===== src/rtl/gkde_pkg.sv =====
// ----------------------------------------------------------------------------
// gkde_pkg
// Shared types, constants and table builders for the kernel density block.
// ----------------------------------------------------------------------------
package gkde_pkg;

	localparam int DIMS            = 4;
	localparam int COUNT_BITS      = 24;
	localparam int EXP_TABLE_DEPTH = 1024;

	localparam int COORD_W = 16;
	localparam int ACC_W   = 48;
	localparam int HALF_W  = ACC_W / 2;
	localparam int KERN_W  = 24;
	localparam int MAG_W   = 33;
	localparam int SQ_W    = 38;
	localparam int SUM_W   = SQ_W + 2;
	localparam int S_W     = 37;
	localparam int IDX_W   = $clog2(EXP_TABLE_DEPTH);
	localparam int POS_W   = S_W + IDX_W;
	localparam int BANK_D  = (EXP_TABLE_DEPTH + 1) / 2;
	localparam int BANK_AW = $clog2(BANK_D);
	localparam int SCALE_W = 32;
	localparam int DENS_W  = 32;
	localparam int SEEN_W  = 24;
	localparam int QCNT_W  = $clog2(ACC_W);
	localparam int CFG_IDX_W = 3;

	localparam logic [IDX_W-1:0] LAST_IDX = IDX_W'(EXP_TABLE_DEPTH - 1);

	// 1/(2*pi)^(d/2), unsigned Q0.16
	localparam logic [15:0] NORM_TABLE [4] = '{16'd26145, 16'd10430, 16'd4161, 16'd1660};
	localparam logic [15:0] NORM_Q16 = NORM_TABLE[(DIMS - 1) % 4];

	// Register indexes of the configuration port
	localparam logic [CFG_IDX_W-1:0] REG_QUERY_X0     = 3'd0;
	localparam logic [CFG_IDX_W-1:0] REG_QUERY_X1     = 3'd1;
	localparam logic [CFG_IDX_W-1:0] REG_QUERY_X2     = 3'd2;
	localparam logic [CFG_IDX_W-1:0] REG_QUERY_X3     = 3'd3;
	localparam logic [CFG_IDX_W-1:0] REG_INV_BW       = 3'd4;
	localparam logic [CFG_IDX_W-1:0] REG_DENSITY_SCALE = 3'd5;

	typedef enum logic [2:0] {
		FIN_IDLE,
		FIN_DIV,
		FIN_MUL_LO,
		FIN_MUL_HI,
		FIN_OUT
	} fin_state_t;

	typedef struct packed {
		logic            far;
		logic [SQ_W-1:0] sq;
	} lane_t;

	typedef struct packed {
		logic             zero;
		logic [IDX_W-1:0] idx;
		logic [15:0]      frac;
	} pos_t;

	typedef struct packed {
		logic                  valid;
		logic [ACC_W-1:0]      acc;
		logic [COUNT_BITS-1:0] cnt;
		logic                  sat;
	} fin_t;

	typedef logic [15:0] bank_t [BANK_D];

	// exp(-16k/D) in Q0.16: Taylor series for exp(-k/D) in Q30, then four squarings
	function automatic logic [15:0] exp_entry(int k);
		logic [63:0] x;
		logic [63:0] term;
		logic [63:0] v;
		longint      sum;
		if (k >= EXP_TABLE_DEPTH) begin
			return 16'd0;
		end
		x    = (64'(k) << 30) / EXP_TABLE_DEPTH;
		term = 64'd1 << 30;
		sum  = longint'(64'd1 << 30);
		term = ((term * x) >> 30) / 1;  sum = sum - longint'(term);
		term = ((term * x) >> 30) / 2;  sum = sum + longint'(term);
		term = ((term * x) >> 30) / 3;  sum = sum - longint'(term);
		term = ((term * x) >> 30) / 4;  sum = sum + longint'(term);
		term = ((term * x) >> 30) / 5;  sum = sum - longint'(term);
		term = ((term * x) >> 30) / 6;  sum = sum + longint'(term);
		term = ((term * x) >> 30) / 7;  sum = sum - longint'(term);
		term = ((term * x) >> 30) / 8;  sum = sum + longint'(term);
		term = ((term * x) >> 30) / 9;  sum = sum - longint'(term);
		term = ((term * x) >> 30) / 10; sum = sum + longint'(term);
		term = ((term * x) >> 30) / 11; sum = sum - longint'(term);
		term = ((term * x) >> 30) / 12; sum = sum + longint'(term);
		term = ((term * x) >> 30) / 13; sum = sum - longint'(term);
		term = ((term * x) >> 30) / 14; sum = sum + longint'(term);
		term = ((term * x) >> 30) / 15; sum = sum - longint'(term);
		term = ((term * x) >> 30) / 16; sum = sum + longint'(term);
		if (sum < 0) begin
			sum = 0;
		end
		if (sum > longint'(64'd1 << 30)) begin
			sum = longint'(64'd1 << 30);
		end
		v = 64'(sum);
		for (int i = 0; i < 4; i++) begin
			v = (v * v) >> 30;
		end
		v = (v + (64'd1 << 13)) >> 14;
		if (v > 64'hFFFF) begin
			v = 64'hFFFF;
		end
		return v[15:0];
	endfunction

	function automatic bank_t build_bank(int parity);
		bank_t b;
		for (int i = 0; i < BANK_D; i++) begin
			b[i] = exp_entry(2 * i + parity);
		end
		return b;
	endfunction

endpackage


===== src/rtl/gkde_lane.sv =====
// ----------------------------------------------------------------------------
// gkde_lane
// One coordinate lane: scaled distance to the query and its square.
// ----------------------------------------------------------------------------
module gkde_lane
	import gkde_pkg::*;
(
	input  logic               clk,
	input  logic [COORD_W-1:0] coord,
	input  logic [COORD_W-1:0] query,
	input  logic [15:0]        inv_bw,
	output lane_t              lane
);

	logic signed [16:0]    diff;
	logic signed [33:0]    prod;
	logic [MAG_W-1:0]      mag;
	logic [MAG_W-1:0]      mag_s1;
	lane_t                 lane_s2;

	assign diff = 17'(signed'(coord)) - 17'(signed'(query));
	assign prod = 34'(diff) * 34'(signed'({1'b0, inv_bw}));
	assign mag  = prod[33] ? MAG_W'(-prod) : MAG_W'(prod);

	always_ff @(posedge clk) begin
		mag_s1      <= mag;
		// far once |u| reaches 8.0 (Q16.16)
		lane_s2.far <= |mag_s1[MAG_W-1:19];
		lane_s2.sq  <= SQ_W'(mag_s1[18:0]) * SQ_W'(mag_s1[18:0]);
	end

	assign lane = lane_s2;

endmodule


===== config.mk =====
export PLATFORM = sky130hd
export DESIGN_NAME = gkde_lane
export DESIGN_NICKNAME = d
export VERILOG_FILES = /design/src/rtl/gkde_pkg.sv /design/src/rtl/gkde_lane.sv
export SDC_FILE = /design/constraint.sdc
export NUM_CORES = 2
export LEC_CHECK = 0
export ABC_AREA = 1
export CORE_ASPECT_RATIO = 0.8
export CORE_MARGIN = 4
export CORE_UTILIZATION = 47
export DETAILED_ROUTE_END_ITERATION = 12
export DONT_BUFFER_PORTS = 1
export GPL_TIMING_DRIVEN = 0
export MAX_ROUTING_LAYER = met4
export PLACE_DENSITY = 0.58
export SLEW_MARGIN = 20
export SYNTH_ARGS = -nofsm -noshare
export SYNTH_HDL_FRONTEND = slang
export SYNTH_SLANG_ARGS = --single-unit

===== constraint.sdc =====
create_clock -name clk -period 9.35 [get_ports clk]
set_input_delay 0.4675 -clock clk [delete_from_list [all_inputs] [get_ports clk]]
set_output_delay 0.4675 -clock clk [all_outputs]
set_load 0.01 [all_outputs]

==> flow_metrics.env <==
export IMPL_routabilityCongestion=0.975
export IMPL_period_share=0.921
export IMPL_yosysWarningCount=0
export IMPL_pin_count=88
export IMPL_fp_coreArea_sq_um=52800
export IMPL_antenna_found_initial=2
export IMPL_fin_worst_skew_ps=8.81
export IMPL_synth_nets=4110
export IMPL_synth_area_per_cell_sq_um=7.63
export IMPL_initial_core_util=0.478
export IMPL_wl_met3_mm=6.51
export IMPL_crit_path_max_incr_delay_ps=590
export IMPL_final_common_cell="inv_1"
export IMPL_wl_mm=67.1
export IMPL_cts_max_level=3
export IMPL_vias=19978
export IMPL_syn_inst=3314
export IMPL_maxCapViolCount=0
export IMPL_synth_main_ff_cell="dfxtp_1"
export IMPL_grt_max_degree=14
export IMPL_setup_viol=0
export IMPL_crit_type="in -> reg"
export IMPL_finalNetCount=4121
export IMPL_grt_pass1_wl_mm=111
export IMPL_relSlewSlack=0.297
export IMPL_tns_ps=0
export IMPL_cp_required_ps=9580
export IMPL_critPathSlowestCell="clkinv_1"
export IMPL_clk_path_buf_depth=2
export IMPL_drive_above_1_share=0.0273
export IMPL_worstHoldPathType="in -> reg"
export IMPL_first_iter_violations=1731
export IMPL_layout_common_cells="inv_1 (1015), nand2_1 (699), fa_1 (523)"
export IMPL_clkSinkCount=71
export IMPL_rrSetupSlack_ps=2180
export IMPL_cts_tree="yes"
export IMPL_die_h_um=215
export IMPL_wl_met1_mm=33.1
export IMPL_insertion_delay_ps=370
export IMPL_final_antenna_net_count=0
export IMPL_synth_edf_count=0
export IMPL_clock_fmax_mhz=116
export IMPL_detail_route_first_pass_iterations=6
export IMPL_drc=0
export IMPL_cts_made_buffers=9
export IMPL_grt_pass1_vias=20788
export IMPL_path_clk_slew_ps=60
export IMPL_numPortBuffers=0
export IMPL_maxUsedRoutingLayer="met4"
export IMPL_ys_seq_area_frac=0.0562
export IMPL_yosysTopAreaCellShare=0.414
export IMPL_critPathLaunchType="primary input"
export IMPL_crit_path_end_kind="register"
export IMPL_rsz0062_at_grt="no"
export IMPL_yosysTopAreaCell="fa_1"
export IMPL_arrival_ps=8840
export IMPL_crit_fanout=10
export IMPL_hold_viol=0
export IMPL_drv_slew=0
export IMPL_vias_per_cell=4.96
export IMPL_synth_area_sq_um=25300
export IMPL_num_rows=75
export IMPL_dieArea_sq_um=57600
export IMPL_dp_hpwl_mm=59.8
export IMPL_synth_area_leaders="fa_1 (41%), inv_1 (15%), ha_1 (11%), nand2_1 (10%), dfxtp_1 (5.6%)"
export IMPL_crit_path_frequent_cell="nand2_1"
export IMPL_outcome="finished, final reports clean"
export IMPL_dr_wl_met2_mm=27.1
export IMPL_root_buffer="clkbuf_16"
export IMPL_cts_hold_buffers_added=0
export IMPL_die_x_um=267
export IMPL_wire_per_inst_um=16.7
export IMPL_grt_usage=0.255
export IMPL_ys_async_sr_fraction=0
export IMPL_syn2layout_area_growth_pct=4.65
export IMPL_ys_ff_latch=71
export IMPL_grt_overflow_total=0
export IMPL_synth_cell_types=51
export IMPL_fin_crit_ps=8610
export IMPL_tightest_slew_ps=1050
-- metal layers --
metal | track usage | vias to the layer above
met3 | 0.0597 | 38
met5 | - | -
met2 | 0.353 | 630
met4 | 0.0241 | 0
li1 | - | 9485
met1 | 0.393 | 9825
-- cell families (layout without fill, tap and decap cells) --
family | after synthesis | in the layout | share of synthesized area
other | 1 | 2 | 0.000148
AND/OR/NAND/NOR | 1158 | 1158 | 0.190
buffers and inverters | 1112 | 1128 | 0.166
XOR/XNOR | 85 | 85 | 0.0308
AO/OA/AOI/OAI | 140 | 140 | 0.0313
flip-flops | 71 | 71 | 0.0562
adder cells (fa/ha/maj) | 747 | 747 | 0.525
-- per-stage QoR --
stage	std cells	area [sq um]	util	setup slack, ps	hold WS (ps)
3_3_place_gp	4007	26100	0.495	365	405
5_1_grt	4024	26500	0.501	110	413
2_1_floorplan	3314	25300	-	2040	329
4_1_cts	4023	26400	0.501	714	400
6_report	4024	26500	0.501	735	398
3_5_place_dp	4007	26100	0.495	392	408
-- timing repair --
action,CTS,global route
buffers inserted,0,0
endpoints found under the setup margin,0,1
gates resized for setup,0,1
-- path summary, 6_finish.rpt --
path / from / endpoint / cells past startpoint
worst max-delay path: coord[0] / mag_s1[12] / 38
worst max register to register: mag_s1[12] / lane[34] / 22
worst min register to register: mag_s1[0] / lane[0] / 0
worst min-delay path: inv_bw[0] / mag_s1[0] / 2
-- synth_stat cells (5+ instances only) --
cell      number
nand3_1       94
nor2_1       247
inv_2         12
and2_1         5
nor2_2         7
nand2_1      699
o21bai_1       8
nand4_1       28
a31oi_1        5
clkbuf_1      54
dfxtp_1       71
fa_1         523
clkinv_1      12
o21a_1         5
nand2_2       17
o21ai_0       28
a21oi_1       73
nor3_1        20
xnor2_1       23
nor2_4         6
a21o_1         7
or2_2         12
buf_1         11
ha_1         224
xor2_1        59
inv_1       1015
-- flip-flops by register name, summed over array words and instances (netlist names) --
name / count
lane: 38
mag_s1: 33
-- area by class of cell --
| class | instances | area (sq um) |
|---|---|---|
| inverter | 1039 | 3900 |
| fill | 5257 | 26400 |
| antenna | 1 | 2.50 |
| sequential | 71 | 1420 |
| clock buffer | 9 | 225 |
| multi-input combinational | 2131 | 19700 |
| clock inverter | 7 | 72.6 |
| buffer | 73 | 298 |
| tap | 693 | 867 |
-- worst max-delay path: cells and delay by family --
family                   cells  cell delay (ps)
AND/OR/NAND/NOR             20             3060
AO/OA/AOI/OAI                1              230
adder cells (fa/ha/maj)      9             3840
buffers and inverters        8             1210
Power is left out: the tool's default activity adds up to more than one toggle a clock period on the data nets, which glitch-free logic cannot reach.
