`src/rtl/gkde_pkg.sv`:
```
// ----------------------------------------------------------------------------
// gkde_pkg
// Shared types, constants and table builders for the kernel density block.
// ----------------------------------------------------------------------------
package gkde_pkg;

	localparam int DIMS            = 4;
	localparam int COUNT_BITS      = 24;
	localparam int EXP_TABLE_DEPTH = 1024;

	localparam int COORD_W = 16;
	localparam int ACC_W   = 48;
	localparam int HALF_W  = ACC_W / 2;
	localparam int KERN_W  = 24;
	localparam int MAG_W   = 33;
	localparam int SQ_W    = 38;
	localparam int SUM_W   = SQ_W + 2;
	localparam int S_W     = 37;
	localparam int IDX_W   = $clog2(EXP_TABLE_DEPTH);
	localparam int POS_W   = S_W + IDX_W;
	localparam int BANK_D  = (EXP_TABLE_DEPTH + 1) / 2;
	localparam int BANK_AW = $clog2(BANK_D);
	localparam int SCALE_W = 32;
	localparam int DENS_W  = 32;
	localparam int SEEN_W  = 24;
	localparam int QCNT_W  = $clog2(ACC_W);
	localparam int CFG_IDX_W = 3;

	localparam logic [IDX_W-1:0] LAST_IDX = IDX_W'(EXP_TABLE_DEPTH - 1);

	// 1/(2*pi)^(d/2), unsigned Q0.16
	localparam logic [15:0] NORM_TABLE [4] = '{16'd26145, 16'd10430, 16'd4161, 16'd1660};
	localparam logic [15:0] NORM_Q16 = NORM_TABLE[(DIMS - 1) % 4];

	// Register indexes of the configuration port
	localparam logic [CFG_IDX_W-1:0] REG_QUERY_X0     = 3'd0;
	localparam logic [CFG_IDX_W-1:0] REG_QUERY_X1     = 3'd1;
	localparam logic [CFG_IDX_W-1:0] REG_QUERY_X2     = 3'd2;
	localparam logic [CFG_IDX_W-1:0] REG_QUERY_X3     = 3'd3;
	localparam logic [CFG_IDX_W-1:0] REG_INV_BW       = 3'd4;
	localparam logic [CFG_IDX_W-1:0] REG_DENSITY_SCALE = 3'd5;

	typedef enum logic [2:0] {
		FIN_IDLE,
		FIN_DIV,
		FIN_MUL_LO,
		FIN_MUL_HI,
		FIN_OUT
	} fin_state_t;

	typedef struct packed {
		logic            far;
		logic [SQ_W-1:0] sq;
	} lane_t;

	typedef struct packed {
		logic             zero;
		logic [IDX_W-1:0] idx;
		logic [15:0]      frac;
	} pos_t;

	typedef struct packed {
		logic                  valid;
		logic [ACC_W-1:0]      acc;
		logic [COUNT_BITS-1:0] cnt;
		logic                  sat;
	} fin_t;

	typedef logic [15:0] bank_t [BANK_D];

	// exp(-16k/D) in Q0.16: Taylor series for exp(-k/D) in Q30, then four squarings
	function automatic logic [15:0] exp_entry(int k);
		logic [63:0] x;
		logic [63:0] term;
		logic [63:0] v;
		longint      sum;
		if (k >= EXP_TABLE_DEPTH) begin
			return 16'd0;
		end
		x    = (64'(k) << 30) / EXP_TABLE_DEPTH;
		term = 64'd1 << 30;
		sum  = longint'(64'd1 << 30);
		term = ((term * x) >> 30) / 1;  sum = sum - longint'(term);
		term = ((term * x) >> 30) / 2;  sum = sum + longint'(term);
		term = ((term * x) >> 30) / 3;  sum = sum - longint'(term);
		term = ((term * x) >> 30) / 4;  sum = sum + longint'(term);
		term = ((term * x) >> 30) / 5;  sum = sum - longint'(term);
		term = ((term * x) >> 30) / 6;  sum = sum + longint'(term);
		term = ((term * x) >> 30) / 7;  sum = sum - longint'(term);
		term = ((term * x) >> 30) / 8;  sum = sum + longint'(term);
		term = ((term * x) >> 30) / 9;  sum = sum - longint'(term);
		term = ((term * x) >> 30) / 10; sum = sum + longint'(term);
		term = ((term * x) >> 30) / 11; sum = sum - longint'(term);
		term = ((term * x) >> 30) / 12; sum = sum + longint'(term);
		term = ((term * x) >> 30) / 13; sum = sum - longint'(term);
		term = ((term * x) >> 30) / 14; sum = sum + longint'(term);
		term = ((term * x) >> 30) / 15; sum = sum - longint'(term);
		term = ((term * x) >> 30) / 16; sum = sum + longint'(term);
		if (sum < 0) begin
			sum = 0;
		end
		if (sum > longint'(64'd1 << 30)) begin
			sum = longint'(64'd1 << 30);
		end
		v = 64'(sum);
		for (int i = 0; i < 4; i++) begin
			v = (v * v) >> 30;
		end
		v = (v + (64'd1 << 13)) >> 14;
		if (v > 64'hFFFF) begin
			v = 64'hFFFF;
		end
		return v[15:0];
	endfunction

	function automatic bank_t build_bank(int parity);
		bank_t b;
		for (int i = 0; i < BANK_D; i++) begin
			b[i] = exp_entry(2 * i + parity);
		end
		return b;
	endfunction

endpackage

```
`src/rtl/gkde_accum.sv`:
```
// ----------------------------------------------------------------------------
// gkde_accum
// Saturating kernel accumulator and point counter for one data set.
// ----------------------------------------------------------------------------
module gkde_accum
	import gkde_pkg::*;
(
	input  logic              clk,
	input  logic              arst_n,
	input  logic              vld,
	input  logic              last,
	input  logic [KERN_W-1:0] kern,
	output fin_t              fin
);

	logic [ACC_W-1:0]      acc_q;
	logic [COUNT_BITS-1:0] cnt_q;
	logic                  sat_q;

	logic [ACC_W:0]        sum;
	logic [ACC_W-1:0]      acc_next;
	logic [COUNT_BITS-1:0] cnt_next;
	logic                  sat_next;

	always_comb begin
		sum      = (ACC_W+1)'(acc_q) + (ACC_W+1)'(kern);
		acc_next = sum[ACC_W] ? '1 : sum[ACC_W-1:0];
		cnt_next = (cnt_q == '1) ? cnt_q : cnt_q + 1'b1;
		sat_next = sat_q | sum[ACC_W] | (cnt_q == '1);
	end

	always_ff @(posedge clk or negedge arst_n) begin
		if (!arst_n) begin
			acc_q <= '0;
			cnt_q <= '0;
			sat_q <= 1'b0;
		end else if (vld) begin
			if (last) begin
				acc_q <= '0;
				cnt_q <= '0;
				sat_q <= 1'b0;
			end else begin
				acc_q <= acc_next;
				cnt_q <= cnt_next;
				sat_q <= sat_next;
			end
		end
	end

	assign fin.valid = vld & last;
	assign fin.acc   = acc_next;
	assign fin.cnt   = cnt_next;
	assign fin.sat   = sat_next;

endmodule

```
`config.mk`:
```
export PLATFORM = sky130hd
export DESIGN_NAME = gkde_accum
export DESIGN_NICKNAME = d
export VERILOG_FILES = /design/src/rtl/gkde_pkg.sv /design/src/rtl/gkde_accum.sv
export SDC_FILE = /design/constraint.sdc
export NUM_CORES = 1
export LEC_CHECK = 0
export BUFFER_PORTS_ARGS = -buffer_cell sky130_fd_sc_hd__buf_2
export CORE_MARGIN = 2
export CORE_UTILIZATION = 50
export DETAILED_ROUTE_END_ITERATION = 12
export GPL_ROUTABILITY_DRIVEN = 1
export PLACE_DENSITY = 0.75
export SLEW_MARGIN = 20
export SYNTH_ARGS = -nofsm -noshare
export SYNTH_HDL_FRONTEND = slang
export SYNTH_SLANG_ARGS = --single-unit
```
`constraint.sdc`:
```
create_clock -name clk -period 2.6 [get_ports clk]
set_input_delay 0 -clock clk [delete_from_list [all_inputs] [get_ports clk]]
set_output_delay 0 -clock clk [all_outputs]
set_load 0.01 [all_outputs]
```
==> metrics.txt <==
clock buffer depth 2; Pleak 4.26 nW; first-pass GRT wire length 35.6 mm; CTS clk-pin slew, worst paths 0.06 ns; DP HPWL 13.3 mm; fmax 316 MHz; RSZ-0062 raised after global routing yes; Tcrit/Tclk final 1.22; Hold Crit Depth 4; Internal 5.32 mW; initial DRC count 761; Max Slew Vio Count 0; Setup CP Type flip-flop to output port; layout cell share with drive strength beyond 1 0.478; Setup-failing EPs final 97; initial antenna violation count 0; IO Port Bufs 101; Slew Limit Headroom 0.440; CP Launch Type flip-flop; Worst R2R Path Depth 12; outcome finished with violations; DR WL/cell 23.2 µm; vias per cell 6.72; CP max stage cell a311oi_4; Clk pwr share 0.156; post-synth top area share 0.302; die area 13000 µm²; Seq/Total Area, Yosys 0.302; Pre-antenna DRT Iters 7; worst-skew pair later-pin latency 0.36 ns; Post-DRT Antenna Nets 0; dpl cells 1029; switching part of the total 0.423; Worst Hold Class input pin to flip-flop; crit end category output port; TritonCTS clock tree built; WL final 26.0 mm; crit-path cells ha_4, fa_2, a211oi_4, buf_4, o21ai_4, a41oi_4, nand2_2, a311oi_4, xor2_1, nand2_1, buf_2; Die H 114 µm; GPL Wtd Cong 0.933; fin cells 1119; Core Region 11900 µm²; largest net degree at the start of global routing 58; Max-Cap Viols 0; Synth Instances 727; Post-Syn Area 6040 µm²; Yosys cell types 74; post-synthesis net count 781; Synth Warn # 0; number of I/O pins 102; GRT Overall Usage 0.348; TritonCTS buffer count 9; net switching power 3.90 mW; Fin Hold WS 0.107 ns; flip-flop and latch count after synthesis 73; multi-input logic area 5030 µm²; clock tree sinks 73; CP required 2.60 ns; Starting Density 0.507; Worst EP arrival 3.16 ns; top cells by area, synth dfrtp_1 30%, xnor2_1 5.9%, ha_1 5.2%, nand2_1 4.4%, a21oi_1 4.4%; P&R area growth vs syn 59.9%; Reg power frac 0.173; Worst path max stage delay 0.44 ns; # DRC 0; Post-synth EDFFs 0; Ant. Diodes 0; total grt overflow 0; clock root cell clkbuf_16; Tmin final 3.16 ns; Worst Tran Pin Value 0.840 ns; Clock Skew 0.00769 ns; Fillers 676; Via Count 7519; Main synth FF type dfrtp_1; FF/Latch Area 1830 µm²; PD cells 954 nW/µm²; critical path fanouts, max 3; final worst setup slack -0.564 ns; H-tree depth 3; # nets final 1021; most frequent cells in the layout 122 x buf_4, 73 x dfrtp_1, 72 x buf_2; Peak VDD IR 0.858 mV; Rows 40; Comb pwr share 0.671; leading area contributor after synthesis dfrtp_1; die width 114 µm; Synth async-reset ratio 1.00; commonest non-fill, non-tap cell in the layout buf_4; number of global-route vias before repair 6932; failing checks setup timing; final hold vios 0; Avg Inst Size Synth 8.31 µm²
[cells in the mapped netlist, drive strengths merged, types with 16 or more instances]
library cell and instances:
clkbuf 27, nand2 71, nand3 36, a21oi 54, nand4 17, nor2 32
o22ai 17, dfrtp 73, inv 34, buf 16, nor3 26, xnor2 41
and3 20, ha 25, nor2b 27, a31o 23, o21ai 32
[what timing repair did]
action	in CTS	in global routing
endpoints found under the hold margin	34	0
endpoints found under the setup margin	95	102
pin swaps	82	57
gates cloned	4	1
setup buffers	50	34
resized for setup	166	118
hold buffers	2	0
[through the flow]
step | setup slack, ns | power (mW) | instance area [µm²] | TNS (ns) | utilization
global route | -0.653 | 9.55 | 9660 | -39.94 | 0.811
CTS | -0.413 | 8.00 | 8890 | -19.05 | 0.747
detailed placement | -0.572 | 5.15 | 7300 | -13.08 | 0.613
global placement | -0.359 | 5.07 | 7300 | -8.77 | 0.613
floorplan | 0.00257 | 3.64 | 6050 | 0 | -
finish | -0.564 | 9.22 | 9660 | -34.43 | 0.811
[cell type report]
cell class | instances | area share
multi-input combinational | 579 | 0.521
timing repair buffer | 269 | 0.223
sequential | 73 | 0.189
clock buffer | 12 | 0.0265
tap | 147 | 0.0190
inverter | 35 | 0.0136
clock inverter | 4 | 0.00777
[per-layer routing]
metal | wire (µm) | vias up | GRT usage
met2 | 12200 | 556 | 0.567
met4 | 1880 | 0 | 0.165
met5 | 0 | - | 0
met3 | 2500 | 164 | 0.0818
li1 | - | 3189 | -
met1 | 9400 | 3610 | 0.438
[worst max-delay path, delay by kind of cell (launching register included)]
kind | cells | cell delay (ns)
adders and majority gates | 2 | 0.58
AOI/OAI and AO/OA | 4 | 1.02
DFF | 1 | 0.41
and+or+nand+nor | 2 | 0.23
buffers and inverters | 2 | 0.30
xor gates and xnor gates | 1 | 0.25
[worst paths after layout]
path / from / to / slack, ns
setup / recovery: acc_q[0] / fin[43] / -0.56
hold / removal: kern[0] / acc_q[0] / 0.11
setup reg to reg: acc_q[14] / acc_q[39] / -0.46
hold reg to reg: sat_q / sat_q / 0.52
max in group asynchronous: arst_n / acc_q[45] / 1.58
min in group asynchronous: arst_n / acc_q[12] / 0.29
[flip-flops by register name (all words and copies together), names as in the netlist]
name,flops
sat_q,1
cnt_q,24
acc_q,48
[power groups by stage]
stage / registers (mW) / logic [mW] / clock network [mW]
final: 1.59 / 6.18 / 1.44
after global routing: 1.62 / 6.44 / 1.49
after CTS: 1.56 / 5.00 / 1.44
after detailed placement: 1.54 / 3.61 / 0
after global placement: 1.52 / 3.55 / 0
after floorplan: 1.46 / 2.17 / 0
[logic make-up after synthesis]
| kind of cell | synth area share |
|---|---|
| fa+ha+maj | 0.0551 |
| mux | 0.0207 |
| compound gates | 0.238 |
| flops | 0.302 |
| simple gates | 0.256 |
| xor+xnor | 0.0725 |
| buf+inv | 0.0553 |
(Power assumes the default switching activity.)
