--- config.mk ---
export PLATFORM = sky130hd
export DESIGN_NAME = gkde_merge
export DESIGN_NICKNAME = d
export VERILOG_FILES = /design/src/rtl/gkde_pkg.sv /design/src/rtl/gkde_merge.sv
export SDC_FILE = /design/constraint.sdc
export NUM_CORES = 1
export LEC_CHECK = 0
export BUFFER_PORTS_ARGS = -buffer_cell sky130_fd_sc_hd__buf_4
export CAP_MARGIN = 5
export CORE_MARGIN = 2
export CORE_UTILIZATION = 52
export DETAILED_ROUTE_END_ITERATION = 7
export PLACE_DENSITY = 0.81
export SYNTH_ARGS = -nofsm -noshare
export SYNTH_HDL_FRONTEND = slang
export SYNTH_SLANG_ARGS = --single-unit
--- constraint.sdc ---
create_clock -name clk -period 4.44 [get_ports clk]
set_clock_uncertainty 0.1 [all_clocks]
set_input_delay 0.444 -clock clk [delete_from_list [all_inputs] [get_ports clk]]
set_output_delay 0.444 -clock clk [all_outputs]
set_load 0.01 [all_outputs]
--- src/rtl/gkde_pkg.sv ---
// ----------------------------------------------------------------------------
// gkde_pkg
// Shared types, constants and table builders for the kernel density block.
// ----------------------------------------------------------------------------
package gkde_pkg;

	localparam int DIMS            = 4;
	localparam int COUNT_BITS      = 24;
	localparam int EXP_TABLE_DEPTH = 1024;

	localparam int COORD_W = 16;
	localparam int ACC_W   = 48;
	localparam int HALF_W  = ACC_W / 2;
	localparam int KERN_W  = 24;
	localparam int MAG_W   = 33;
	localparam int SQ_W    = 38;
	localparam int SUM_W   = SQ_W + 2;
	localparam int S_W     = 37;
	localparam int IDX_W   = $clog2(EXP_TABLE_DEPTH);
	localparam int POS_W   = S_W + IDX_W;
	localparam int BANK_D  = (EXP_TABLE_DEPTH + 1) / 2;
	localparam int BANK_AW = $clog2(BANK_D);
	localparam int SCALE_W = 32;
	localparam int DENS_W  = 32;
	localparam int SEEN_W  = 24;
	localparam int QCNT_W  = $clog2(ACC_W);
	localparam int CFG_IDX_W = 3;

	localparam logic [IDX_W-1:0] LAST_IDX = IDX_W'(EXP_TABLE_DEPTH - 1);

	// 1/(2*pi)^(d/2), unsigned Q0.16
	localparam logic [15:0] NORM_TABLE [4] = '{16'd26145, 16'd10430, 16'd4161, 16'd1660};
	localparam logic [15:0] NORM_Q16 = NORM_TABLE[(DIMS - 1) % 4];

	// Register indexes of the configuration port
	localparam logic [CFG_IDX_W-1:0] REG_QUERY_X0     = 3'd0;
	localparam logic [CFG_IDX_W-1:0] REG_QUERY_X1     = 3'd1;
	localparam logic [CFG_IDX_W-1:0] REG_QUERY_X2     = 3'd2;
	localparam logic [CFG_IDX_W-1:0] REG_QUERY_X3     = 3'd3;
	localparam logic [CFG_IDX_W-1:0] REG_INV_BW       = 3'd4;
	localparam logic [CFG_IDX_W-1:0] REG_DENSITY_SCALE = 3'd5;

	typedef enum logic [2:0] {
		FIN_IDLE,
		FIN_DIV,
		FIN_MUL_LO,
		FIN_MUL_HI,
		FIN_OUT
	} fin_state_t;

	typedef struct packed {
		logic            far;
		logic [SQ_W-1:0] sq;
	} lane_t;

	typedef struct packed {
		logic             zero;
		logic [IDX_W-1:0] idx;
		logic [15:0]      frac;
	} pos_t;

	typedef struct packed {
		logic                  valid;
		logic [ACC_W-1:0]      acc;
		logic [COUNT_BITS-1:0] cnt;
		logic                  sat;
	} fin_t;

	typedef logic [15:0] bank_t [BANK_D];

	// exp(-16k/D) in Q0.16: Taylor series for exp(-k/D) in Q30, then four squarings
	function automatic logic [15:0] exp_entry(int k);
		logic [63:0] x;
		logic [63:0] term;
		logic [63:0] v;
		longint      sum;
		if (k >= EXP_TABLE_DEPTH) begin
			return 16'd0;
		end
		x    = (64'(k) << 30) / EXP_TABLE_DEPTH;
		term = 64'd1 << 30;
		sum  = longint'(64'd1 << 30);
		term = ((term * x) >> 30) / 1;  sum = sum - longint'(term);
		term = ((term * x) >> 30) / 2;  sum = sum + longint'(term);
		term = ((term * x) >> 30) / 3;  sum = sum - longint'(term);
		term = ((term * x) >> 30) / 4;  sum = sum + longint'(term);
		term = ((term * x) >> 30) / 5;  sum = sum - longint'(term);
		term = ((term * x) >> 30) / 6;  sum = sum + longint'(term);
		term = ((term * x) >> 30) / 7;  sum = sum - longint'(term);
		term = ((term * x) >> 30) / 8;  sum = sum + longint'(term);
		term = ((term * x) >> 30) / 9;  sum = sum - longint'(term);
		term = ((term * x) >> 30) / 10; sum = sum + longint'(term);
		term = ((term * x) >> 30) / 11; sum = sum - longint'(term);
		term = ((term * x) >> 30) / 12; sum = sum + longint'(term);
		term = ((term * x) >> 30) / 13; sum = sum - longint'(term);
		term = ((term * x) >> 30) / 14; sum = sum + longint'(term);
		term = ((term * x) >> 30) / 15; sum = sum - longint'(term);
		term = ((term * x) >> 30) / 16; sum = sum + longint'(term);
		if (sum < 0) begin
			sum = 0;
		end
		if (sum > longint'(64'd1 << 30)) begin
			sum = longint'(64'd1 << 30);
		end
		v = 64'(sum);
		for (int i = 0; i < 4; i++) begin
			v = (v * v) >> 30;
		end
		v = (v + (64'd1 << 13)) >> 14;
		if (v > 64'hFFFF) begin
			v = 64'hFFFF;
		end
		return v[15:0];
	endfunction

	function automatic bank_t build_bank(int parity);
		bank_t b;
		for (int i = 0; i < BANK_D; i++) begin
			b[i] = exp_entry(2 * i + parity);
		end
		return b;
	endfunction

endpackage

--- src/rtl/gkde_merge.sv ---
// ----------------------------------------------------------------------------
// gkde_merge
// Sums the lane squares and maps the distance to a table position.
// ----------------------------------------------------------------------------
module gkde_merge
	import gkde_pkg::*;
(
	input  logic  clk,
	input  lane_t lanes [DIMS],
	output pos_t  pos
);

	logic [SUM_W-1:0] sum;
	logic             far_any;
	logic [SUM_W-1:0] sum_s3;
	logic             far_s3;
	logic [POS_W-1:0] prod;
	pos_t             pos_s4;

	always_comb begin
		sum     = '0;
		far_any = 1'b0;
		for (int i = 0; i < DIMS; i++) begin
			sum     = sum + SUM_W'(lanes[i].sq);
			far_any = far_any | lanes[i].far;
		end
	end

	assign prod = POS_W'(sum_s3[S_W-1:0]) * POS_W'(EXP_TABLE_DEPTH);

	always_ff @(posedge clk) begin
		sum_s3      <= sum;
		far_s3      <= far_any;
		// zero kernel past s = 32.0
		pos_s4.zero <= far_s3 | (|sum_s3[SUM_W-1:S_W]);
		pos_s4.idx  <= prod[POS_W-1:S_W];
		pos_s4.frac <= prod[S_W-1:S_W-16];
	end

	assign pos = pos_s4;

endmodule

==> results.txt <==
The run finished with clean final reports. Of the total power, combinational logic draws 58.7%. The layout cell share with drive strength beyond 1 came out at 27.02%. The worst setup path is captured at a flop.

The cell depth of the worst flop-to-flop path came out at 1. Clock tree synthesis inserted a total of 9 buffers. The clock period minus worst slack is 3.794 ns. The depth of the worst hold-timing path is 0. Of all cell types, the one taking the most synthesized area is sky130_fd_sc_hd__fa_1. The depth of the CTS H-tree came out at 3. The number of enable flip-flop cells after synthesis came out at 0. The warning count from the yosys run came out at 0.

The number of different library cells used by synthesis comes to 48. The switching power summed over all nets came out at 1.263 mW. Clock tree synthesis selected as its root buffer the cell sky130_fd_sc_hd__clkbuf_8. The average routed wire per standard cell came out at 12.28 um.

In this run the worst path has a maximum fanout of 10. The floorplan step set the die width to 104.4 um. The share of total power in the clock network is 13.6%. The total I/O pin count came out at 184. Dividing the final minimum period by the clock period gives 85.44%. In the routed design, unresolved DRC markers number 0. The total global routing overflow came out at 0.

The tightest hold margin is 0.2177 ns. The final number of hold-violating endpoints is 0. The post-synthesis net count is 861. The initial antenna violation count is 0. The register-to-register setup slack came out at 3.43 ns.

Static timing analysis puts the maximum clock frequency at 0.2636 GHz. Of the post-synthesis cell area, the dominant cell type holds 28.64%. The number of endpoints failing setup at the final stage came out at 0. The total negative slack for setup checks is 0 ns. The worst path arrival time is 3.94 ns. Entering global routing, the biggest net connects 12 pins. The reported leakage power came out at 3.907 nW.

The endpoint identified for the worst register-to-register timing path is pos[26]. The via count of the first global-routing pass came to 4,694. The number of placement rows is 36. The mean area per synthesized cell is 8.856 um2. The die footprint is 10,900 um2. The synthesized flop and latch total is 57. The cts-stage hold buffer count is 0. Summing every instance area after synthesis gives 5243 um2. The internal power component came out at 1.836 mW. After technology mapping, the gate count stands at 592. The proportion of synthesized chip area in sequential cells came out at 21.77%. The worst pin sits at a relative slew slack of 62.94%. The required time reported for the critical path endpoint is 4.59 ns. In this run the standard cell core region covers 9774 um2. The buffers inserted during post-CTS setup optimization came out at 0. Max-cap violations in this run came to 0. The pin slew with the least headroom to its limit came out at 0.5501 ns.

Using the TritonRoute via totals, the vias-per-cell ratio works out to 4.749. The placed instance count is 898. The half-perimeter wire length of the detailed placement result is 9.912 mm. After synthesis, the cell types taking the most area are sky130_fd_sc_hd__fa_1 (29%), sky130_fd_sc_hd__dfxtp_1 (22%), sky130_fd_sc_hd__inv_1 (15%), sky130_fd_sc_hd__ha_1 (8.8%), sky130_fd_sc_hd__a21oi_1 (2.7%).

The net count of the finished layout is 1,045. The largest vdd supply drop is 0.1938 mV. Relative to the synthesized area, the layout overhead comes to 31.86%. The most used flip-flop cell after synthesis is sky130_fd_sc_hd__dfxtp_1. The clock transition at the register clock pins on the worst setup and hold paths after CTS came out at 0.07 ns. Counting flops with an async set or reset pin after synthesis yields a share of 0%. Setup repair after global routing left no endpoint under its margin.

The number of nets with antenna violations after routing is 0. The total inserted antenna cells is 0. The CTS sink count is 57. The critical path is of the in -> reg type. Leaving out filler cells and counting taps, the final layout contains 914.

The worst hold path startpoint is sum_s3[15]. The routability-driven placement congestion ratio came out at 0.8791. The total of buffers placed on input and output ports is 183.

The die boundary height came out at 104.4 um. The share of power burned in registers came out at 27.7%. The startpoint identified for the worst register-to-register timing path is sum_s3[38].

The switching share of power is 40.76%. The first global-routing pass estimated 19.89 mm of wire. The total wirelength of the detailed-routed design is 11.22 mm. The detailed router's first-iteration violation count is 239. TritonCTS built the clock tree. The max-slew violation total from the final report is 0.

The worst hold path belongs to the class reg -> reg. The via count is 4,341. Gates resized during post-CTS repair numbered 0. The clock insertion delay at the later pin of the skew report came out at 0.32 ns.

The end point of the worst hold path is pos[4]. The first-pass iteration count of the detailed router came out at 4. The initial utilization of the core area, before any placement, comes to 53.64%. The deepest clock path buffer count came out at 2. Global routing used 21.77% of the available tracks across all layers. The type of origin of the critical path is an input port. The power density over cell area came out at 448.3 nW/um2.
-- power groups by stage --
stage	registers [mW]	logic [mW]	clock network (mW)
3_5_place_dp	0.872	1.80	0
2_1_floorplan	0.915	1.14	0
6_report	0.857	1.82	0.422
4_1_cts	0.862	1.82	0.431
3_3_place_gp	0.861	1.75	0
5_1_grt	0.881	2.03	0.452
-- area by class of cell --
cell class / instances / area (um2)
clock inverters: 6 / 42.54
inverters: 211 / 792.0
multi-input cells: 313 / 3252
flip-flops and latches: 57 / 1141
clock buffers: 10 / 137.6
fillers: 758 / 2861
well taps: 133 / 166.4
repair buffers: 184 / 1381
-- per-layer routing --
layer | part of all wire (%) | routed length [um] | vias to the layer above | GRT usage, %
li1 | - | - | 2150 | -
met1 | 40 | 4543 | 2047 | 25.98
met2 | 54 | 6020 | 136 | 40.99
met3 | 4.9 | 549 | 8 | 3.321
met4 | 0.98 | 110 | 0 | 4.730
met5 | 0 | 0 | - | 0
-- worst max-delay path, stage by stage --
cell and delay, ns:
sky130_fd_sc_hd__buf_4 0.11, sky130_fd_sc_hd__inv_1 0.08, sky130_fd_sc_hd__fa_1 0.45, sky130_fd_sc_hd__fa_1 0.51
sky130_fd_sc_hd__inv_1 0.04, sky130_fd_sc_hd__ha_1 0.45, sky130_fd_sc_hd__a21oi_4 0.21, sky130_fd_sc_hd__o21ai_1 0.11
sky130_fd_sc_hd__a311oi_1 0.37, sky130_fd_sc_hd__o21ai_1 0.15, sky130_fd_sc_hd__a2111oi_2 0.39, sky130_fd_sc_hd__o21bai_1 0.19
sky130_fd_sc_hd__a221oi_2 0.29, sky130_fd_sc_hd__xnor2_1 0.15
-- registers in the layout (all words and copies together) (netlist names) --
| register | flops |
|---|---|
| far_s3 | 1 |
| pos | 27 |
| sum_s3 | 29 |
-- worst max-delay path by stage --
stage | start | to | cells past startpoint | slack (ns)
after floorplan | lanes[14] | sum_s3[33] | 14 | 0.84
after global placement | lanes[3] | sum_s3[34] | 14 | 0.47
after detailed placement | lanes[53] | sum_s3[33] | 14 | 0.35
after CTS | lanes[53] | sum_s3[33] | 14 | 0.68
after global routing | lanes[15] | sum_s3[38] | 14 | 0.55
final | lanes[53] | sum_s3[33] | 14 | 0.65
-- metrics by stage --
| step | area, um2 | worst slack, ns | total power, mW | utilization (%) |
|---|---|---|---|---|
| floorplan | 5243 | 0.8395 | 2.059 | - |
| global placement | 6733 | 0.4655 | 2.612 | 68.88 |
| detailed placement | 6733 | 0.3486 | 2.674 | 68.88 |
| CTS | 6913 | 0.6846 | 3.108 | 70.72 |
| global route | 6913 | 0.5480 | 3.358 | 70.72 |
| finish | 6913 | 0.6464 | 3.099 | 70.72 |
-- logic make-up after synthesis --
| kind of cell | after synthesis | share of synthesized area, % |
|---|---|---|
| simple gates | 77 | 7.088 |
| buf+inv | 222 | 16.21 |
| flops | 57 | 21.77 |
| xor+xnor | 27 | 4.511 |
| fa+ha+maj | 112 | 37.47 |
| compound gates | 96 | 12.77 |
| mux | 1 | 0.1909 |
-- cell usage after synthesis (all sizes together) (4+ instances only) --
cell	instances
a211oi	4
a21o	18
a21oi	30
a31oi	6
buf	4
clkbuf	7
dfxtp	57
fa	75
ha	37
inv	211
nand2	26
nand3	7
nand4	9
nor2	19
o21ai	14
o21bai	4
o221ai	4
xnor2	14
xor2	13
-- layout by cell type, fill, tap and decap left out, types with 2 or more instances in the layout --
master                       count
sky130_fd_sc_hd__a211oi_1        3
sky130_fd_sc_hd__a21o_1         18
sky130_fd_sc_hd__a21oi_1        28
sky130_fd_sc_hd__a221oi_2        2
sky130_fd_sc_hd__a311oi_1        2
sky130_fd_sc_hd__a31oi_1         6
sky130_fd_sc_hd__a41oi_1         2
sky130_fd_sc_hd__and3_1          2
sky130_fd_sc_hd__buf_4         184
sky130_fd_sc_hd__clkbuf_8       10
sky130_fd_sc_hd__clkinv_2        2
sky130_fd_sc_hd__clkinvlp_4      2
sky130_fd_sc_hd__dfxtp_1        57
sky130_fd_sc_hd__fa_1           75
sky130_fd_sc_hd__ha_1           37
sky130_fd_sc_hd__inv_1         211
sky130_fd_sc_hd__nand2_1        26
sky130_fd_sc_hd__nand3_1         7
sky130_fd_sc_hd__nand4_1         9
sky130_fd_sc_hd__nor2_1         19
sky130_fd_sc_hd__nor2b_1         3
sky130_fd_sc_hd__nor3_1          3
sky130_fd_sc_hd__o211ai_1        3
sky130_fd_sc_hd__o21ai_0         9
sky130_fd_sc_hd__o21ai_1         4
sky130_fd_sc_hd__o21bai_1        4
sky130_fd_sc_hd__o221ai_1        3
sky130_fd_sc_hd__or4_1           3
sky130_fd_sc_hd__xnor2_1        14
sky130_fd_sc_hd__xor2_1         13
Note: power is estimated with default switching activity, not from simulation.
