`config.mk`:
```
export PLATFORM = sky130hd
export DESIGN_NAME = gkde_finish
export DESIGN_NICKNAME = d
export VERILOG_FILES = /design/src/rtl/gkde_pkg.sv /design/src/rtl/gkde_finish.sv
export SDC_FILE = /design/constraint.sdc
export NUM_CORES = 2
export LEC_CHECK = 0
export BUFFER_PORTS_ARGS = -buffer_cell sky130_fd_sc_hd__buf_2
export CAP_MARGIN = 10
export CORE_ASPECT_RATIO = 0.9
export CORE_MARGIN = 2
export CORE_UTILIZATION = 57
export CTS_BUF_LIST = sky130_fd_sc_hd__clkbuf_16
export DETAILED_ROUTE_END_ITERATION = 10
export PLACE_DENSITY = 0.74
export SLEW_MARGIN = 20
export SYNTH_ARGS = -nofsm -noshare
export SYNTH_HDL_FRONTEND = slang
export SYNTH_SLANG_ARGS = --single-unit
```
`constraint.sdc`:
```
create_clock -name clk -period 13.5 [get_ports clk]
set_input_delay 0.675 -clock clk [delete_from_list [all_inputs] [get_ports clk]]
set_output_delay 0.675 -clock clk [all_outputs]
set_load 0.01 [all_outputs]
```
`src/rtl/gkde_pkg.sv`:
```
// ----------------------------------------------------------------------------
// gkde_pkg
// Shared types, constants and table builders for the kernel density block.
// ----------------------------------------------------------------------------
package gkde_pkg;

	localparam int DIMS            = 4;
	localparam int COUNT_BITS      = 24;
	localparam int EXP_TABLE_DEPTH = 1024;

	localparam int COORD_W = 16;
	localparam int ACC_W   = 48;
	localparam int HALF_W  = ACC_W / 2;
	localparam int KERN_W  = 24;
	localparam int MAG_W   = 33;
	localparam int SQ_W    = 38;
	localparam int SUM_W   = SQ_W + 2;
	localparam int S_W     = 37;
	localparam int IDX_W   = $clog2(EXP_TABLE_DEPTH);
	localparam int POS_W   = S_W + IDX_W;
	localparam int BANK_D  = (EXP_TABLE_DEPTH + 1) / 2;
	localparam int BANK_AW = $clog2(BANK_D);
	localparam int SCALE_W = 32;
	localparam int DENS_W  = 32;
	localparam int SEEN_W  = 24;
	localparam int QCNT_W  = $clog2(ACC_W);
	localparam int CFG_IDX_W = 3;

	localparam logic [IDX_W-1:0] LAST_IDX = IDX_W'(EXP_TABLE_DEPTH - 1);

	// 1/(2*pi)^(d/2), unsigned Q0.16
	localparam logic [15:0] NORM_TABLE [4] = '{16'd26145, 16'd10430, 16'd4161, 16'd1660};
	localparam logic [15:0] NORM_Q16 = NORM_TABLE[(DIMS - 1) % 4];

	// Register indexes of the configuration port
	localparam logic [CFG_IDX_W-1:0] REG_QUERY_X0     = 3'd0;
	localparam logic [CFG_IDX_W-1:0] REG_QUERY_X1     = 3'd1;
	localparam logic [CFG_IDX_W-1:0] REG_QUERY_X2     = 3'd2;
	localparam logic [CFG_IDX_W-1:0] REG_QUERY_X3     = 3'd3;
	localparam logic [CFG_IDX_W-1:0] REG_INV_BW       = 3'd4;
	localparam logic [CFG_IDX_W-1:0] REG_DENSITY_SCALE = 3'd5;

	typedef enum logic [2:0] {
		FIN_IDLE,
		FIN_DIV,
		FIN_MUL_LO,
		FIN_MUL_HI,
		FIN_OUT
	} fin_state_t;

	typedef struct packed {
		logic            far;
		logic [SQ_W-1:0] sq;
	} lane_t;

	typedef struct packed {
		logic             zero;
		logic [IDX_W-1:0] idx;
		logic [15:0]      frac;
	} pos_t;

	typedef struct packed {
		logic                  valid;
		logic [ACC_W-1:0]      acc;
		logic [COUNT_BITS-1:0] cnt;
		logic                  sat;
	} fin_t;

	typedef logic [15:0] bank_t [BANK_D];

	// exp(-16k/D) in Q0.16: Taylor series for exp(-k/D) in Q30, then four squarings
	function automatic logic [15:0] exp_entry(int k);
		logic [63:0] x;
		logic [63:0] term;
		logic [63:0] v;
		longint      sum;
		if (k >= EXP_TABLE_DEPTH) begin
			return 16'd0;
		end
		x    = (64'(k) << 30) / EXP_TABLE_DEPTH;
		term = 64'd1 << 30;
		sum  = longint'(64'd1 << 30);
		term = ((term * x) >> 30) / 1;  sum = sum - longint'(term);
		term = ((term * x) >> 30) / 2;  sum = sum + longint'(term);
		term = ((term * x) >> 30) / 3;  sum = sum - longint'(term);
		term = ((term * x) >> 30) / 4;  sum = sum + longint'(term);
		term = ((term * x) >> 30) / 5;  sum = sum - longint'(term);
		term = ((term * x) >> 30) / 6;  sum = sum + longint'(term);
		term = ((term * x) >> 30) / 7;  sum = sum - longint'(term);
		term = ((term * x) >> 30) / 8;  sum = sum + longint'(term);
		term = ((term * x) >> 30) / 9;  sum = sum - longint'(term);
		term = ((term * x) >> 30) / 10; sum = sum + longint'(term);
		term = ((term * x) >> 30) / 11; sum = sum - longint'(term);
		term = ((term * x) >> 30) / 12; sum = sum + longint'(term);
		term = ((term * x) >> 30) / 13; sum = sum - longint'(term);
		term = ((term * x) >> 30) / 14; sum = sum + longint'(term);
		term = ((term * x) >> 30) / 15; sum = sum - longint'(term);
		term = ((term * x) >> 30) / 16; sum = sum + longint'(term);
		if (sum < 0) begin
			sum = 0;
		end
		if (sum > longint'(64'd1 << 30)) begin
			sum = longint'(64'd1 << 30);
		end
		v = 64'(sum);
		for (int i = 0; i < 4; i++) begin
			v = (v * v) >> 30;
		end
		v = (v + (64'd1 << 13)) >> 14;
		if (v > 64'hFFFF) begin
			v = 64'hFFFF;
		end
		return v[15:0];
	endfunction

	function automatic bank_t build_bank(int parity);
		bank_t b;
		for (int i = 0; i < BANK_D; i++) begin
			b[i] = exp_entry(2 * i + parity);
		end
		return b;
	endfunction

endpackage

```
`src/rtl/gkde_finish.sv`:
```
// ----------------------------------------------------------------------------
// gkde_finish
// Mean by shift-subtract division, density scaling and result register.
// ----------------------------------------------------------------------------
module gkde_finish
	import gkde_pkg::*;
(
	input  logic               clk,
	input  logic               arst_n,
	input  fin_t               fin,
	input  logic [SCALE_W-1:0] scale,
	output logic               done,
	output logic               m_tvalid,
	input  logic               m_tready,
	output logic [63:0]        m_tdata  // density[31:0], points_seen[55:32], overflowed[56]
);

	fin_state_t state_q;
	fin_state_t state_next;

	logic [ACC_W-1:0]      quot_q;
	logic [COUNT_BITS:0]   rem_q;
	logic [COUNT_BITS-1:0] cnt_q;
	logic                  sat_q;
	logic [QCNT_W-1:0]     step_q;
	logic [HALF_W+SCALE_W-1:0] lo_q;
	logic [HALF_W+SCALE_W-1:0] hi_q;
	logic                  out_vld_q;
	logic [63:0]           out_data_q;

	logic [COUNT_BITS:0]   trial;
	logic                  fits;
	logic [HALF_W+SCALE_W:0] dens_full;
	logic                  dens_ovf;
	logic [DENS_W-1:0]     dens;
	logic [SEEN_W-1:0]     seen;
	logic                  load_out;

	assign trial = {rem_q[COUNT_BITS-1:0], quot_q[ACC_W-1]};
	assign fits  = trial >= (COUNT_BITS+1)'(cnt_q);

	assign dens_full = (HALF_W+SCALE_W+1)'(hi_q) + (HALF_W+SCALE_W+1)'(lo_q >> HALF_W);
	assign dens_ovf  = |dens_full[HALF_W+SCALE_W:DENS_W];
	assign dens      = dens_ovf ? '1 : dens_full[DENS_W-1:0];
	assign seen      = (64'(cnt_q) > 64'({SEEN_W{1'b1}})) ? '1 : SEEN_W'(cnt_q);

	always_comb begin
		state_next = state_q;
		unique case (state_q)
			FIN_IDLE:   if (fin.valid) state_next = FIN_DIV;
			FIN_DIV:    if (step_q == '0) state_next = FIN_MUL_LO;
			FIN_MUL_LO: state_next = FIN_MUL_HI;
			FIN_MUL_HI: state_next = FIN_OUT;
			FIN_OUT:    if (!out_vld_q || m_tready) state_next = FIN_IDLE;
			default:    state_next = FIN_IDLE;
		endcase
	end

	always_comb begin
		load_out = 1'b0;
		unique case (state_q)
			FIN_OUT: load_out = !out_vld_q || m_tready;
			default: load_out = 1'b0;
		endcase
	end

	assign done = load_out;

	always_ff @(posedge clk or negedge arst_n) begin
		if (!arst_n) begin
			state_q   <= FIN_IDLE;
			out_vld_q <= 1'b0;
		end else begin
			state_q <= state_next;
			if (load_out) begin
				out_vld_q <= 1'b1;
			end else if (m_tready) begin
				out_vld_q <= 1'b0;
			end
		end
	end

	always_ff @(posedge clk) begin
		case (state_q)
			FIN_IDLE: begin
				quot_q <= fin.acc;
				rem_q  <= '0;
				cnt_q  <= fin.cnt;
				sat_q  <= fin.sat;
				step_q <= QCNT_W'(ACC_W - 1);
			end
			FIN_DIV: begin
				// shift in next dividend bit, keep quotient bit in its place
				rem_q  <= fits ? trial - (COUNT_BITS+1)'(cnt_q) : trial;
				quot_q <= {quot_q[ACC_W-2:0], fits};
				step_q <= step_q - 1'b1;
			end
			FIN_MUL_LO: lo_q <= (HALF_W+SCALE_W)'(quot_q[HALF_W-1:0]) * (HALF_W+SCALE_W)'(scale);
			FIN_MUL_HI: hi_q <= (HALF_W+SCALE_W)'(quot_q[ACC_W-1:HALF_W]) * (HALF_W+SCALE_W)'(scale);
			default: ;
		endcase
		if (load_out) begin
			out_data_q <= {7'd0, sat_q | dens_ovf, seen, dens};
		end
	end

	assign m_tvalid = out_vld_q;
	assign m_tdata  = out_data_q;

endmodule

```
==> impl_metrics.prom <==
# TYPE chip_impl_metric gauge
chip_impl_info{name="outcome",value="finished clean"} 1
chip_impl_metric{name="remaining_global_route_overflow",unit=""} 0
chip_impl_info{name="layout.cells.most_common_list",value="sky130_fd_sc_hd__inv_1 (1487), sky130_fd_sc_hd__fa_1 (1317), sky130_fd_sc_hd__nand2_1 (1041), sky130_fd_sc_hd__and2_1 (786), sky130_fd_sc_hd__ha_1 (418)"} 1
chip_impl_metric{name="grt_max_degree",unit=""} 59
chip_impl_metric{name="post_cts_resized",unit=""} 0
chip_impl_metric{name="cts_inserted_buffers",unit=""} 31
chip_impl_metric{name="syn-instance-count",unit=""} 6679
chip_impl_metric{name="slew_headroom",unit="%"} 29.1
chip_impl_info{name="cts_root_buf",value="sky130_fd_sc_hd__clkbuf_16"} 1
chip_impl_metric{name="ratio_of_cells_with_drive_above_1_in_the_final_layout",unit="%"} 5.39
chip_impl_metric{name="drv_slew",unit=""} 0
chip_impl_metric{name="initial_cell_density_of_the_core",unit="%"} 57.4
chip_impl_metric{name="core.rowCount",unit=""} 114
chip_impl_metric{name="finish.net_count",unit=""} 8468
chip_impl_metric{name="synth-compound-area-share",unit="%"} 4.86
chip_impl_metric{name="cts.sinks",unit=""} 252
chip_impl_metric{name="first_global_vias",unit=""} 48600
chip_impl_metric{name="synth_largest_type_area_fraction",unit="%"} 42.8
chip_impl_metric{name="postSynthAreaPerCell",unit="um2"} 9.22
chip_impl_metric{name="wire_per_inst",unit="um"} 20.9
chip_impl_metric{name="overall_global_routing_resource_usage",unit="%"} 32.0
chip_impl_metric{name="gpl.final_weighted_congestion",unit=""} 0.948
chip_impl_metric{name="drt.antenna.violating_nets",unit=""} 0
chip_impl_metric{name="post_synth_instance_area",unit="um2"} 61600
chip_impl_info{name="most_frequent_cell_on_critical_path",value="sky130_fd_sc_hd__fa_1"} 1
chip_impl_info{name="kind_of_critical_path",value="register to register"} 1
chip_impl_metric{name="critPathRequiredTime",unit="ns"} 13.92
chip_impl_info{name="synth_area_leaders",value="sky130_fd_sc_hd__fa_1 (43%), sky130_fd_sc_hd__edfxtp_1 (12%), sky130_fd_sc_hd__inv_1 (9.0%), sky130_fd_sc_hd__ha_1 (8.5%), sky130_fd_sc_hd__and2_1 (8.0%)"} 1
chip_impl_metric{name="finalCoreUtilization",unit="%"} 60.2
chip_impl_metric{name="final.setup_skew",unit="ns"} 0.0474
chip_impl_metric{name="final_period_util",unit="%"} 62.7
chip_impl_metric{name="place.detailed.hpwl",unit="um"} 126000
chip_impl_info{name="slowest_stage",value="sky130_fd_sc_hd__edfxtp_1"} 1
chip_impl_metric{name="pin_count",unit=""} 175
chip_impl_metric{name="tns",unit="ns"} 0
chip_impl_metric{name="critical_path_peak_fanout",unit=""} 24
chip_impl_metric{name="design.core.area",unit="um2"} 107000
chip_impl_metric{name="final_period_minus_worst_setup_slack",unit="ns"} 8.47
chip_impl_metric{name="achievable-frequency",unit="GHz"} 0.118
chip_impl_info{name="critPathCaptureType",value="register"} 1
chip_impl_metric{name="biggest_cell_delay_along_the_critical_path",unit="ns"} 0.69
chip_impl_info{name="dominantRegCellSynth",value="sky130_fd_sc_hd__edfxtp_1"} 1
chip_impl_metric{name="timing.final.setup_violations",unit=""} 0
chip_impl_metric{name="first_iter_violations",unit=""} 3576
chip_impl_metric{name="wirelength",unit="um"} 169000
chip_impl_metric{name="maxCapViolCount",unit=""} 0
chip_impl_info{name="clock_tree_from_tritoncts",value="built"} 1
chip_impl_metric{name="syn_to_layout_area_delta",unit="%"} 4.87
chip_impl_metric{name="grt_antenna_before_repair",unit=""} 8
chip_impl_metric{name="port-buffer-count",unit=""} 167
chip_impl_metric{name="chipWidth",unit="um"} 350
chip_impl_metric{name="design.die.area",unit="um2"} 111000
chip_impl_metric{name="clkLatencyLatePin",unit="ns"} 0.68
chip_impl_info{name="rr_startpoint",value="quot_q[10]"} 1
chip_impl_metric{name="ys_types",unit=""} 83
chip_impl_metric{name="worst-slew-pin-transition",unit="ns"} 1.05
chip_impl_metric{name="cts_max_level",unit=""} 1
chip_impl_info{name="min-delay-path-class",value="input pin to register"} 1
chip_impl_metric{name="clock_path_buffers",unit=""} 3
chip_impl_metric{name="finalHoldViolations",unit=""} 0
chip_impl_metric{name="cts.reportedPaths.clkPinSlew",unit="ns"} 0.06
chip_impl_metric{name="first_pass_grt_wire_length",unit="um"} 272000
chip_impl_info{name="grt_setup_unrepaired",value="false"} 1
chip_impl_metric{name="synth_simple_gate_area_share",unit="%"} 17.9
chip_impl_metric{name="synth-xor-area-share",unit="%"} 1.91
chip_impl_metric{name="layout.filler_cells",unit=""} 9248
chip_impl_metric{name="detailedRoute.firstPassIterationCount",unit=""} 6
chip_impl_metric{name="synthAdderAreaFrac",unit="%"} 51.3
chip_impl_metric{name="yosysWarnings",unit=""} 0
chip_impl_metric{name="synth_async_sr_flop_share",unit="%"} 1.59
chip_impl_info{name="synth_top_family_by_area",value="adder cells"} 1
chip_impl_metric{name="via_per_inst",unit=""} 5.61
chip_impl_metric{name="synth_seq_area_share",unit="%"} 12.3
chip_impl_info{name="worstHoldStart",value="fin[3]"} 1
chip_impl_info{name="layout_commonest_cell",value="sky130_fd_sc_hd__inv_1"} 1
chip_impl_metric{name="number_of_flops_mapped_to_enable_cells_by_yosys",unit=""} 248
chip_impl_metric{name="vias",unit=""} 45400
chip_impl_info{name="timing.critical_path.from_type",value="register"} 1
chip_impl_metric{name="floorplan_die_height",unit="um"} 316
chip_impl_metric{name="synth.area.mux_share",unit="%"} 0.445
chip_impl_metric{name="post_route_drc_violation_count",unit=""} 0
chip_impl_metric{name="timing.critical_path.arrival",unit="ns"} 8.89
chip_impl_metric{name="multi_input_area",unit="um2"} 47100
chip_impl_info{name="cp-startpoint",value="quot_q[10]"} 1
chip_impl_metric{name="total_of_flip_flops_plus_latches_after_synthesis",unit=""} 252
chip_impl_metric{name="final-seq-area",unit="um2"} 7550
chip_impl_info{name="post-synth-top-area-cell",value="sky130_fd_sc_hd__fa_1"} 1
-- critical path, delay by kind of cell (launching register included) --
kind	cells	cell delay, ns
adders and majority gates	8	3.80
AOI/OAI and AO/OA	8	2.17
and+or+nand+nor	3	0.79
DFF	1	0.69
buffers and inverters	5	0.68
xor gates and xnor gates	1	0.08
-- Yosys cell counts (33+ instances only) --
cell,number
sky130_fd_sc_hd__inv_1,1481
sky130_fd_sc_hd__fa_1,1317
sky130_fd_sc_hd__nand2_1,1042
sky130_fd_sc_hd__and2_1,787
sky130_fd_sc_hd__ha_1,418
sky130_fd_sc_hd__clkbuf_1,334
sky130_fd_sc_hd__edfxtp_1,248
sky130_fd_sc_hd__a21oi_1,161
sky130_fd_sc_hd__nor2_1,131
sky130_fd_sc_hd__o21ai_0,90
sky130_fd_sc_hd__xnor2_1,87
sky130_fd_sc_hd__nand3_1,67
sky130_fd_sc_hd__a21o_1,49
sky130_fd_sc_hd__xor2_1,47
sky130_fd_sc_hd__nand4_1,33
-- layout make-up --
type                            count  share of cell area [%]
Multi-Input combinational cell   4600                    73.0
Tap cell                         1450                    2.81
Antenna cell                        2                 0.00775
Timing Repair Buffer              258                    2.36
Sequential cell                   252                    11.7
Inverter                         1481                    8.61
Clock buffer                       31                    1.20
Clock inverter                     25                   0.329
-- cell families after synthesis --
| group | Yosys count |
|---|---|
| compound gates | 471 |
| other cells | 1 |
| flops | 252 |
| fa+ha+maj | 1735 |
| buf+inv | 1833 |
| mux | 27 |
| simple gates | 2226 |
| xor+xnor | 134 |
-- metal layers --
layer	track usage, %	vias up	wire length (um)
met5	0	-	86
met2	48.1	2172	73000
li1	-	19800	-
met3	7.90	356	18700
met1	46.1	23100	71700
met4	9.38	12	5730
-- state kept, by name, indices dropped and copies added (netlist names) --
signal    flops
quot_q       48
cnt_q        24
m_tdata      57
step_q        6
hi_q         56
m_tvalid      1
sat_q         1
lo_q         32
state_q       3
rem_q        24
-- per-stage QoR --
step	cells	instance area (um2)	setup slack, ns	hold WS [ns]
global placement	8040	63600	4.84	0.434
floorplan	6685	61600	5.66	0.379
detailed placement	8040	63600	4.71	0.439
global route	8097	64600	4.42	0.176
finish	8099	64600	5.03	0.198
CTS	8097	64600	5.14	0.158
-- worst paths after layout --
check,end,depth (start not counted),slack (ns)
setup reg to reg,lo_q[50],25,5.03
min in group asynchronous,state_q[2],2,0.36
setup / recovery,lo_q[50],25,5.03
max in group asynchronous,m_tvalid,2,13.02
hold / removal,cnt_q[2],1,0.20
hold reg to reg,m_tdata[43],0,0.45
-- timing repair --
item,in CTS,in global routing
hold buffers,1,0
setup endpoints to repair,0,0
buffers inserted,0,0
endpoints found under the hold margin,4,0
Power is left out: the tool's default activity adds up to more than one toggle a clock period on the data nets, which glitch-free logic cannot reach.
